$ cat config.mk
export PLATFORM = sky130hd
export DESIGN_NAME = aem_ctrl
export DESIGN_NICKNAME = d
export VERILOG_FILES = /design/src/rtl/aem_pkg.sv /design/src/rtl/aem_ctrl.sv
export SDC_FILE = /design/constraint.sdc
export NUM_CORES = 1
export LEC_CHECK = 0
export ABC_AREA = 1
export CAP_MARGIN = 20
export CORE_AREA = 2 2 39 41
export DETAILED_ROUTE_END_ITERATION = 12
export DIE_AREA = 0 0 41 43
export DONT_BUFFER_PORTS = 1
export SLEW_MARGIN = 20
export SYNTH_ARGS = -nofsm -noshare
export SYNTH_HDL_FRONTEND = slang
export SYNTH_SLANG_ARGS = --single-unit
export TNS_END_PERCENT = 30
$ cat constraint.sdc
create_clock -name i_clk -period 1.3 [get_ports i_clk]
set_input_delay 0.065 -clock i_clk [delete_from_list [all_inputs] [get_ports i_clk]]
set_output_delay 0.065 -clock i_clk [all_outputs]
set_load 0.03 [all_outputs]
$ cat src/rtl/aem_pkg.sv
// ----------------------------------------------------------------------------
// aem_pkg
// Shared constants and controller/datapath interface types for the echo mixer.
// ----------------------------------------------------------------------------
package aem_pkg;

    localparam int          MAX_DELAY_DEF   = 16384;
    localparam int          SAMPLE_W        = 16;
    localparam int          DELAY_W         = 15;
    localparam int          DIVISOR_W       = 16;
    localparam int          CFG_DATA_W      = 16;
    localparam int          CFG_INDEX_W     = 1;

    localparam logic [DELAY_W-1:0]     DEFAULT_DELAY   = DELAY_W'(8000);
    localparam logic [DIVISOR_W-1:0]   DEFAULT_DIVISOR = DIVISOR_W'(4);

    localparam logic [CFG_INDEX_W-1:0] REG_DELAY   = 1'b0;
    localparam logic [CFG_INDEX_W-1:0] REG_DIVISOR = 1'b1;

    localparam logic OP_SAMPLE = 1'b0;
    localparam logic OP_DRAIN  = 1'b1;

    typedef struct packed {
        logic capture;
        logic addr;
        logic div_start;
        logic out_load;
    } t_cmd;

    typedef struct packed {
        logic div_busy;
        logic out_free;
    } t_status;

endpackage

$ cat src/rtl/aem_ctrl.sv
// ----------------------------------------------------------------------------
// aem_ctrl
// Sequencer of the echo mixer: accept, address and memory access, division,
// and hand-off of the result to the output register.
// ----------------------------------------------------------------------------
module aem_ctrl (
    input  logic             i_clk,
    input  logic             i_rst_n,
    input  logic             i_in_valid,
    output logic             o_in_stall,
    output aem_pkg::t_cmd    o_cmd,
    input  aem_pkg::t_status i_status
);
    import aem_pkg::*;

    localparam logic [2:0] ST_IDLE = 3'd0;
    localparam logic [2:0] ST_ADDR = 3'd1;
    localparam logic [2:0] ST_LOAD = 3'd2;
    localparam logic [2:0] ST_DIV  = 3'd3;
    localparam logic [2:0] ST_DONE = 3'd4;

    logic [2:0] r_state;
    logic [2:0] n_state;

    always_comb begin
        n_state         = r_state;
        o_cmd.capture   = 1'b0;
        o_cmd.addr      = 1'b0;
        o_cmd.div_start = 1'b0;
        o_cmd.out_load  = 1'b0;
        unique case (r_state)
            ST_IDLE: begin
                if (i_in_valid) begin
                    o_cmd.capture = 1'b1;
                    n_state       = ST_ADDR;
                end
            end
            ST_ADDR: begin
                o_cmd.addr = 1'b1;
                n_state    = ST_LOAD;
            end
            ST_LOAD: begin
                o_cmd.div_start = 1'b1;
                n_state         = ST_DIV;
            end
            ST_DIV: begin
                if (!i_status.div_busy) begin
                    n_state = ST_DONE;
                end
            end
            ST_DONE: begin
                if (i_status.out_free) begin
                    o_cmd.out_load = 1'b1;
                    n_state        = ST_IDLE;
                end
            end
            default: begin
                n_state = ST_IDLE;
            end
        endcase
    end

    always_ff @(posedge i_clk) begin
        if (!i_rst_n) begin
            r_state <= ST_IDLE;
        end else begin
            r_state <= n_state;
        end
    end

    assign o_in_stall = r_state != ST_IDLE;

`ifndef NO_ASSERTIONS
    a_accept_seq: assert property (@(posedge i_clk) disable iff (!i_rst_n)
        (i_in_valid && !o_in_stall) |=> r_state == ST_ADDR)
        else $error("accepted transfer not sequenced");
    a_div_wait: assert property (@(posedge i_clk) disable iff (!i_rst_n)
        (r_state == ST_DIV && i_status.div_busy) |=> r_state == ST_DIV)
        else $error("left division before divider finished");
    a_one_cmd: assert property (@(posedge i_clk) disable iff (!i_rst_n)
        $onehot0({o_cmd.capture, o_cmd.addr, o_cmd.div_start, o_cmd.out_load}))
        else $error("more than one command issued");
`endif

endmodule

==> qor.txt, run 1 <==
outcome: finished clean
final hold vios: 0
cell count after synthesis: 27
total routed wirelength: 456 um
hold path endpoint: r_state[1]
IO buf count: 0
WP buf/inv: 1
Commonest cells post-synth: inv_1 (8), dfxtp_1 (3), nand2_1 (3), nand3_1 (3), nor2_1 (3)
FF-to-FF Start: r_state[0]
Area growth, synth to finish: 48.2%
RSZ-0062 raised after global routing: no
Async SR Flop Fraction: 0
largest register by flop count: r_state
maxcap violations: 0
Netlist cell types: 11
Pleak: 0.136 nW
GP Congestion: 0.679
final worst slack: 0.102 ns
average wire per standard cell: 8.94 um
Final ANT Viol Nets: 0
largest area contributor in the netlist: dfxtp_1
largest family of logic cells by synthesized area: simple AND/OR/NAND/NOR gates
Critical Path AT: 1.13 ns
hpwl dp: 325 um
root buf cell: clkbuf_4
Comb power frac: 0.321
Clock Pin Slew Worst Setup and Hold Paths: 0.04 ns
WP data required: 1.24 ns
top cell type's share of synthesized area: 0.340
multiplexer share of the synthesized area: 0
first-pass GRT wire length: 696 um
Switching Fraction: 0.383
CTS Buf Count: 3
Top FF cell, synth: dfxtp_1
syn_nets: 32
Relative slew margins: 0.828
worst slack at placement: 0.319 ns
final setup fails: 0
Int Pwr: 262 uW
Post-Synth Simple-Gate Area: 0.376
Max Root-Sink Buffers: 2
DR pass1 iterations: 4
Worst Tran Pin Value: 0.258 ns
Worst Skew: 0.00285 ns
biggest regs: r_state x3
Worst path depth: 4
number of global-route vias before repair: 171
core footprint: 1380 um2
Hold Startpoint: i_status[1]
Iter 0 DRT Violations: 6
GRT Total Usage: 0.0701
nets@finish: 41
most common cell in the netlist: inv_1
post-synthesis xor/xnor area fraction: 0
R2R depth: 4
gr ovfl total: 0
maximum vdd drop: 0.302 mV
delay-heaviest family, CP: simple AND/OR/NAND/NOR gates
Worst Setup Start Kind: flip-flop
n_diodes: 0
postcts setup bufs: 0
Syn Area/Cell: 6.53 um2
post-CTS sizing: 0
Pins Over Slew Limit: 0
HP Class: in -> reg
crit-path cells: nor2_2, nand2_1, nor2_1, buf_4
final hold slack: 0.0794 ns
routed via count: 198
min cycle time layout: 1.20 ns
Die Wd: 41 um
number of cell rows: 14
slowest CP cell: dfxtp_1
worst reg2reg path endpoint: r_state[0]
Synth Area in Adders: 0
crit path max fanout: 6
max reg flops: 3
Seq/Total Area, Yosys: 0.340
Num Clock Sinks: 3
initial antenna violation count: 0
IO Count: 10
DRC: 0
YS warnings: 0
sequential share of power: 0.285
Final period util: 0.922
top post-synthesis cells by area: dfxtp_1 (34%), inv_1 (17%), nand3_1 (8.5%)
Fin Setup TNS: 0 ns
Via density: 3.88
Critical Path Sink Type: primary output
CTS tree: built
clk_lat worst skew: 0.24 ns
Synth Area in Compound Gates: 0.113
largest net degree at the start of global routing: 7
Peak Freq: 0.835 GHz
critical path class: reg -> out
die area: 1760 um2
Worst Hold Path Cells: 2
Post-synth EDFFs: 0
reg-to-reg setup timing slack: 0.31 ns
Die Height: 43 um
Yosys reg bits: 3
H-tree levels: 1
CP peak stage delay: 0.35 ns
Initial Util: 0.127
power per cell area: 1620 nW/um2
mapped cell area: 176 um2
power share of the clock group: 0.394
net load switching power: 163 uW
share of cells above drive strength 1: 0.257
-- how the worst max path moves through the flow --
stage	from	end	slack, ns
after global routing	r_state[0]	o_cmd[3]	0.01
final	r_state[0]	o_cmd[3]	0.10
after detailed placement	r_state[0]	r_state[0]	0.32
after CTS	r_state[0]	o_cmd[3]	0.08
after floorplan	r_state[0]	o_cmd[3]	0.01
after global placement	r_state[0]	r_state[0]	0.32
-- placed cells by master, fill, tap and decap left out --
master,n
inv_1,8
nand3_1,3
nand2_1,3
nor2_1,3
clkbuf_4,3
buf_4,3
dfxtp_1,3
a31oi_1,2
nor2_2,1
nor4_2,1
nand4_1,1
nand3_2,1
a211oi_1,1
clkbuf_1,1
dlygate4sd3_1,1
-- per-stage QoR --
step / total power, mW / cell area (um2) / utilization / instances
after global routing: 0.455 / 262 / 0.189 / 51
final: 0.425 / 262 / 0.189 / 51
after CTS: 0.432 / 262 / 0.189 / 51
after global placement: 0.257 / 225 / 0.163 / 46
after detailed placement: 0.258 / 225 / 0.163 / 46
after floorplan: 0.225 / 183 / - / 27
-- power by group through the flow --
stage                     Combinational [mW]  Sequential [mW]  Clock, mW
after global routing                   0.150            0.124      0.181
after floorplan                        0.105            0.120          0
after global placement                 0.135            0.122          0
after detailed placement               0.135            0.122          0
final                                  0.136            0.121      0.167
after CTS                              0.138            0.121      0.173
-- what timing repair did --
item,4_1_cts,5_1_grt
hold buffers,1,0
endpoints found under the hold margin,3,0
setup endpoints to repair,0,0
-- logic make-up (layout without fill, tap and decap cells) --
logic type / Yosys count / after routing
flops: 3 / 3
buf+inv: 8 / 16
simple gates: 13 / 13
compound gates: 3 / 3
-- layer usage --
metal  vias to the layer above  routed length, um  track usage
met3                         2                 34       0.0314
met5                         -                  0            0
met1                        82                189       0.0799
li1                        104                  -            -
met2                        10                214       0.0656
met4                         0                 17        0.120
-- layout make-up --
| type | count | area [um2] |
|---|---|---|
| Multi-Input combinational cell | 16 | 92.6 |
| Sequential cell | 3 | 60.1 |
| Clock buffer | 4 | 26.3 |
| Timing Repair Buffer | 4 | 32.5 |
| Inverter | 8 | 30.0 |
| Tap cell | 16 | 20.0 |
| Fill cell | 169 | 1120 |
(Power assumes the default switching activity.)
==> run 2, diff against run 1 <==
--- a/config.mk
+++ b/config.mk
@@ -7,10 +7,13 @@
 export LEC_CHECK = 0
 export ABC_AREA = 1
 export CAP_MARGIN = 20
+export CELL_PAD_IN_SITES_DETAIL_PLACEMENT = 0
+export CELL_PAD_IN_SITES_GLOBAL_PLACEMENT = 1
 export CORE_AREA = 2 2 39 41
 export DETAILED_ROUTE_END_ITERATION = 12
 export DIE_AREA = 0 0 41 43
 export DONT_BUFFER_PORTS = 1
+export PLACE_DENSITY_LB_ADDON = 0.3
 export SLEW_MARGIN = 20
 export SYNTH_ARGS = -nofsm -noshare
 export SYNTH_HDL_FRONTEND = slang
==> run 2 against run 1 <==
  * Clock skew fell by 0.0015 ns
  * Hold slack lost 0.068 ns
  * Sequential power hardly changed
  * Global-route usage down 0.49 points
  * Clock power shrank 4%
  * Critical path depth down 1
  * Design area down 1.9%
  * Die area unchanged
  * Sequential cell count is the same
  * Critical path type unchanged
  * Highest routed layer unchanged
==> qor.txt, run 2 (synthesized netlist as in run 1, its figures left out) <==
Area growth, synth to finish: 45.4%
Die Wd: 41 um (unchanged)
final worst slack: 0.113 ns (+0.0108 ns)
crit path max fanout: 4 (-2)
Clock Pin Slew Worst Setup and Hold Paths: 0.03 ns (about the same)
maximum vdd drop: 0.422 mV (+40%)
Max Root-Sink Buffers: 2 (unchanged)
Fin Setup TNS: 0 ns (unchanged)
Iter 0 DRT Violations: 5 (-1)
clk_lat worst skew: 0.23 ns (about the same)
CTS tree: built
root buf cell: clkbuf_4
Final period util: 0.913 (-0.00834)
average wire per standard cell: 8.20 um (-8.3%)
Worst Setup Start Kind: flip-flop
RSZ-0062 raised after global routing: no
routed via count: 199 (+0.51%)
H-tree levels: 1 (unchanged)
slowest CP cell: dfxtp_1
Critical Path Sink Type: primary output
global route hottest layer: met4
GP Congestion: 0.664 (-2.3%)
Final ANT Viol Nets: 0 (unchanged)
final setup fails: 0 (unchanged)
gr ovfl total: 0 (unchanged)
power per cell area: 1640 nW/um2 (+1.0%)
HP Class: in -> reg
biggest regs: r_state x3
Initial Util: 0.127 (unchanged)
worst slack at placement: 0.298 ns (-0.0209 ns)
crit-path cells: inv_1, nor4_2, buf_4
maxcap violations: 0 (unchanged)
die area: 1760 um2 (unchanged)
Die Height: 43 um (unchanged)
DR pass1 iterations: 4 (unchanged)
fin util: 0.185 (-0.00362)
Relative slew margins: 0.824 (-0.00355)
GRT Total Usage: 0.0652 (-0.00494)
Critical Path AT: 1.12 ns (about the same)
critical path class: reg -> out
initial antenna violation count: 0 (unchanged)
final hold vios: 0 (unchanged)
fin area: 256 um2 (-1.9%)
share of cells above drive strength 1: 0.265 (+0.00756)
WP data required: 1.24 ns (about the same)
Via density: 3.98 (+2.5%)
Peak Freq: 0.842 GHz (+0.91%)
number of cell rows: 14 (unchanged)
Pleak: 0.134 nW (-1.8%)
WP buf/inv: 2 (+1)
max reg flops: 3 (unchanged)
total routed wirelength: 410 um (-10%)
Pins Over Slew Limit: 0 (unchanged)
IO buf count: 0 (unchanged)
commonest non-fill, non-tap cell in the layout: inv_1
nets@finish: 40 (-2.4%)
Num Clock Sinks: 3 (unchanged)
Area after DPL: 225 um2 (unchanged)
delay-heaviest family, CP: flip-flops
CTS Buf Count: 3 (unchanged)
postcts setup bufs: 0 (unchanged)
Worst Tran Pin Value: 0.263 ns (+0.00532 ns)
met3 GRT Util: 0.0366 (+0.00524)
min cycle time layout: 1.19 ns (-0.0108 ns)
Worst Skew: 0.00134 ns (-0.00151 ns)
final hold slack: 0.0110 ns (-0.0684 ns)
core footprint: 1380 um2 (unchanged)
met1 Use GR: 0.0801 (+0.000256)
largest net degree at the start of global routing: 7 (unchanged)
n_diodes: 0 (unchanged)
DRC: 0 (unchanged)
first-pass GRT wire length: 676 um (-2.9%)
IO Count: 10 (unchanged)
largest register by flop count: r_state
GRT met2 Usage: 0.0563 (-0.00938)
CP peak stage delay: 0.38 ns (+0.03 ns)
outcome: finished clean
number of global-route vias before repair: 186 (+8.8%)
hpwl dp: 325 um (-0.25%)
## run 2: final timing paths
kind,depth (start not counted),endpoint,slack (ns),from
max reg2reg,5,r_state[0],0.31,r_state[2]
max,3,o_cmd[0],0.11,r_state[2]
min,2,r_state[0],0.01,i_rst_n
min reg2reg,2,r_state[2],0.56,r_state[1]
## run 2: power breakdown
part	total, mW	internal, mW	leakage (nW)	switching (mW)
clock	0.160	0.115	0.0150	0.0453
sequential	0.123	0.104	0.0247	0.0192
combinational	0.138	0.0436	0.0940	0.0943
## run 2: area by class of cell
class                      count  area, um2
multi-input combinational     16       97.6
clock buffer                   4       26.3
inverter                       8       30.0
fill                         166       1130
tap                           16       20.0
sequential                     3       60.1
timing repair buffer           3       22.5
## run 2: repair_timing
| item | 4_1_cts | 5_1_grt |
|---|---|---|
| hold buffers | 0 | 0 |
| gates resized for setup | 0 | 1 |
| endpoints found under the setup margin | 0 | 1 |
## run 2: metal layers
layer  vias to the layer above  routed length [um]  part of all wire
met5                         -                   0                 0
met4                         0                  18             0.044
met3                         2                  34             0.083
met2                        10                 157              0.38
met1                        86                 199              0.49
li1                        101                   -                 -
## run 2: stage by stage
step	power (mW)	std cells
floorplan	0.225	27
global route	0.452	50
CTS	0.425	50
global placement	0.259	46
detailed placement	0.259	46
finish	0.421	50
## run 2: worst reg2reg max path, delay by kind of cell (launching register included)
kind,cells,cell delay [ns]
simple gates,2,0.19
compound gates,1,0.15
buf+inv,2,0.16
flops,1,0.38
==> run 3, diff against run 2 <==
--- a/config.mk
+++ b/config.mk
@@ -8,7 +8,7 @@
 export ABC_AREA = 1
 export CAP_MARGIN = 20
 export CELL_PAD_IN_SITES_DETAIL_PLACEMENT = 0
-export CELL_PAD_IN_SITES_GLOBAL_PLACEMENT = 1
+export CELL_PAD_IN_SITES_GLOBAL_PLACEMENT = 2
 export CORE_AREA = 2 2 39 41
 export DETAILED_ROUTE_END_ITERATION = 12
 export DIE_AREA = 0 0 41 43
==> constraint.sdc (replaced) <==
create_clock -name i_clk -period 1.5 [get_ports i_clk]
set_input_delay 0.075 -clock i_clk [delete_from_list [all_inputs] [get_ports i_clk]]
set_output_delay 0.075 -clock i_clk [all_outputs]
set_load 0.03 [all_outputs]
==> run 3 against run 2 <==
  * Clock-buffer cell count unchanged
  * Sequential cell count is the same
  * Clock skew is essentially flat
  * Sequential power fell by 15%
==> qor.txt, run 3 (synthesized netlist as in run 1, its figures left out) <==
outcome: finished clean
worst reg2reg path endpoint: r_state[0]
routed via count: 196 (-1.5%)
hold path endpoint: r_state[1]
Worst Hold Path Cells: 2 (unchanged)
maximum vdd drop: 0.297 mV (-30%)
Worst Tran Pin Value: 0.261 ns (-0.00267 ns)
Int Pwr: 225 uW (-14%)
power share of the clock group: 0.386 (+0.006)
Worst Setup Start Kind: flip-flop
Max Root-Sink Buffers: 2 (unchanged)
Area growth, synth to finish: 39.0%
crit-path cells: nor2_2, nand2_1, nor2_1, buf_4
WP data required: 1.42 ns (+0.18 ns)
first-pass GRT wire length: 710 um (+5.0%)
root buf cell: clkbuf_4
DR pass1 iterations: 2 (-2)
die area: 1760 um2 (unchanged)
nets@finish: 40 (unchanged)
GP Congestion: 0.639 (-3.7%)
crit path max fanout: 6 (+2)
number of global-route vias before repair: 206 (+11%)
met3 WL: 42 um (+24%)
DRT met1 WL: 163 um (-18%)
GRT Total Usage: 0.0642 (-0.00100)
Register Area: 60.1 um2 (unchanged)
sequential share of power: 0.291 (about the same)
post-CTS sizing: 0 (unchanged)
Die Height: 43 um (unchanged)
Peak Freq: 0.826 GHz
max reg flops: 3 (unchanged)
largest net degree at the start of global routing: 7 (unchanged)
average wire per standard cell: 8.38 um (+2.2%)
initial antenna violation count: 0 (unchanged)
CTS tree: built
fill cell count: 164 (-1.2%)
Critical Path Sink Type: primary output
DRC: 0 (unchanged)
RSZ-0062 raised after global routing: no
net load switching power: 133 uW (-16%)
CP peak stage delay: 0.35 ns (-0.03 ns)
Critical Path AT: 1.14 ns (+0.02 ns)
largest register by flop count: r_state
reg-to-reg setup timing slack: 0.50 ns (+0.19 ns)
Num Clock Sinks: 3 (unchanged)
Iter 0 DRT Violations: 3 (-2)
gr ovfl total: 0 (unchanged)
Max Used Layer: met3
Pleak: 0.131 nW (-1.7%)
area of the multi-input gates: 86.3 um2 (-12%)
critical path class: reg -> out
biggest regs: r_state x3
slowest CP cell: dfxtp_1
commonest non-fill, non-tap cell in the layout: inv_1
Fin Setup TNS: 0 ns (unchanged)
CTS Buf Count: 3 (unchanged)
Final period util: 0.807
WP buf/inv: 1 (-1)
postcts setup bufs: 0 (unchanged)
final setup fails: 0 (unchanged)
Switching Fraction: 0.372 (-0.00494)
Final ANT Viol Nets: 0 (unchanged)
share of cells above drive strength 1: 0.235 (-0.0294)
fin util: 0.177 (-0.00814)
Pins Over Slew Limit: 0 (unchanged)
delay-heaviest family, CP: simple AND/OR/NAND/NOR gates
IO buf count: 0 (unchanged)
IO Count: 10 (unchanged)
total routed wirelength: 419 um (+2.2%)
Clock Pin Slew Worst Setup and Hold Paths: 0.04 ns (about the same)
fin cells: 50 (unchanged)
Relative slew margins: 0.826 (+0.00178)
final hold slack: 0.0296 ns (+0.0186 ns)
number of cell rows: 14 (unchanged)
final hold vios: 0 (unchanged)
Via density: 3.92 (-1.5%)
met2 WL: 213 um (+36%)
core footprint: 1380 um2 (unchanged)
hold_buf cts: 0 (unchanged)
Comb power frac: 0.323 (-0.004)
Worst path depth: 4 (+1)
Hold Startpoint: i_rst_n
hpwl dp: 348 um (+7.2%)
R2R depth: 4 (-1)
min cycle time layout: 1.21 ns
clk_lat worst skew: 0.23 ns (about the same)
Cell Count Post-Placement: 46 (unchanged)
Worst Skew: 0.00123 ns (-0.000106 ns)
H-tree levels: 1 (unchanged)
n_diodes: 0 (unchanged)
Initial Util: 0.127 (unchanged)
maxcap violations: 0 (unchanged)
Die Wd: 41 um (unchanged)
HP Class: in -> reg
power per cell area: 1460 nW/um2 (-11%)
FF-to-FF Start: r_state[0]
[run 3: power by group through the flow]
stage | combinational (mW) | clock, mW | sequential, mW
global route | 0.129 | 0.153 | 0.105
global placement | 0.118 | 0 | 0.106
finish | 0.116 | 0.138 | 0.104
CTS | 0.118 | 0.149 | 0.104
detailed placement | 0.117 | 0 | 0.105
floorplan | 0.0907 | 0 | 0.102
[run 3: how the worst max path moves through the flow]
| stage | startpoint | end | slack [ns] |
|---|---|---|---|
| 3_3_place_gp | r_state[0] | r_state[0] | 0.47 |
| 6_report | r_state[0] | o_cmd[3] | 0.29 |
| 5_1_grt | r_state[0] | o_cmd[3] | 0.22 |
| 3_5_place_dp | r_state[0] | r_state[0] | 0.51 |
| 4_1_cts | r_state[0] | o_cmd[3] | 0.27 |
| 2_1_floorplan | r_state[2] | o_cmd[0] | 0.05 |
[run 3: metal layers]
layer	GRT usage	vias to the layer above
met1	0.0513	89
met3	0.0524	0
met4	0.0600	0
met2	0.0906	6
met5	0	-
li1	-	101
[run 3: layout make-up]
cell class                 count  area share
clock buffer                   4       0.107
inverter                       8       0.122
multi-input combinational     16       0.352
sequential                     3       0.245
tap                           16      0.0816
timing repair buffer           3      0.0918
[run 3: through the flow]
step / total power [mW] / setup WS, ns / instance area [um2]
final: 0.358 / 0.289 / 245
after global routing: 0.388 / 0.216 / 245
after CTS: 0.370 / 0.272 / 245
after detailed placement: 0.222 / 0.510 / 219
after global placement: 0.224 / 0.468 / 219
after floorplan: 0.193 / 0.0494 / 176
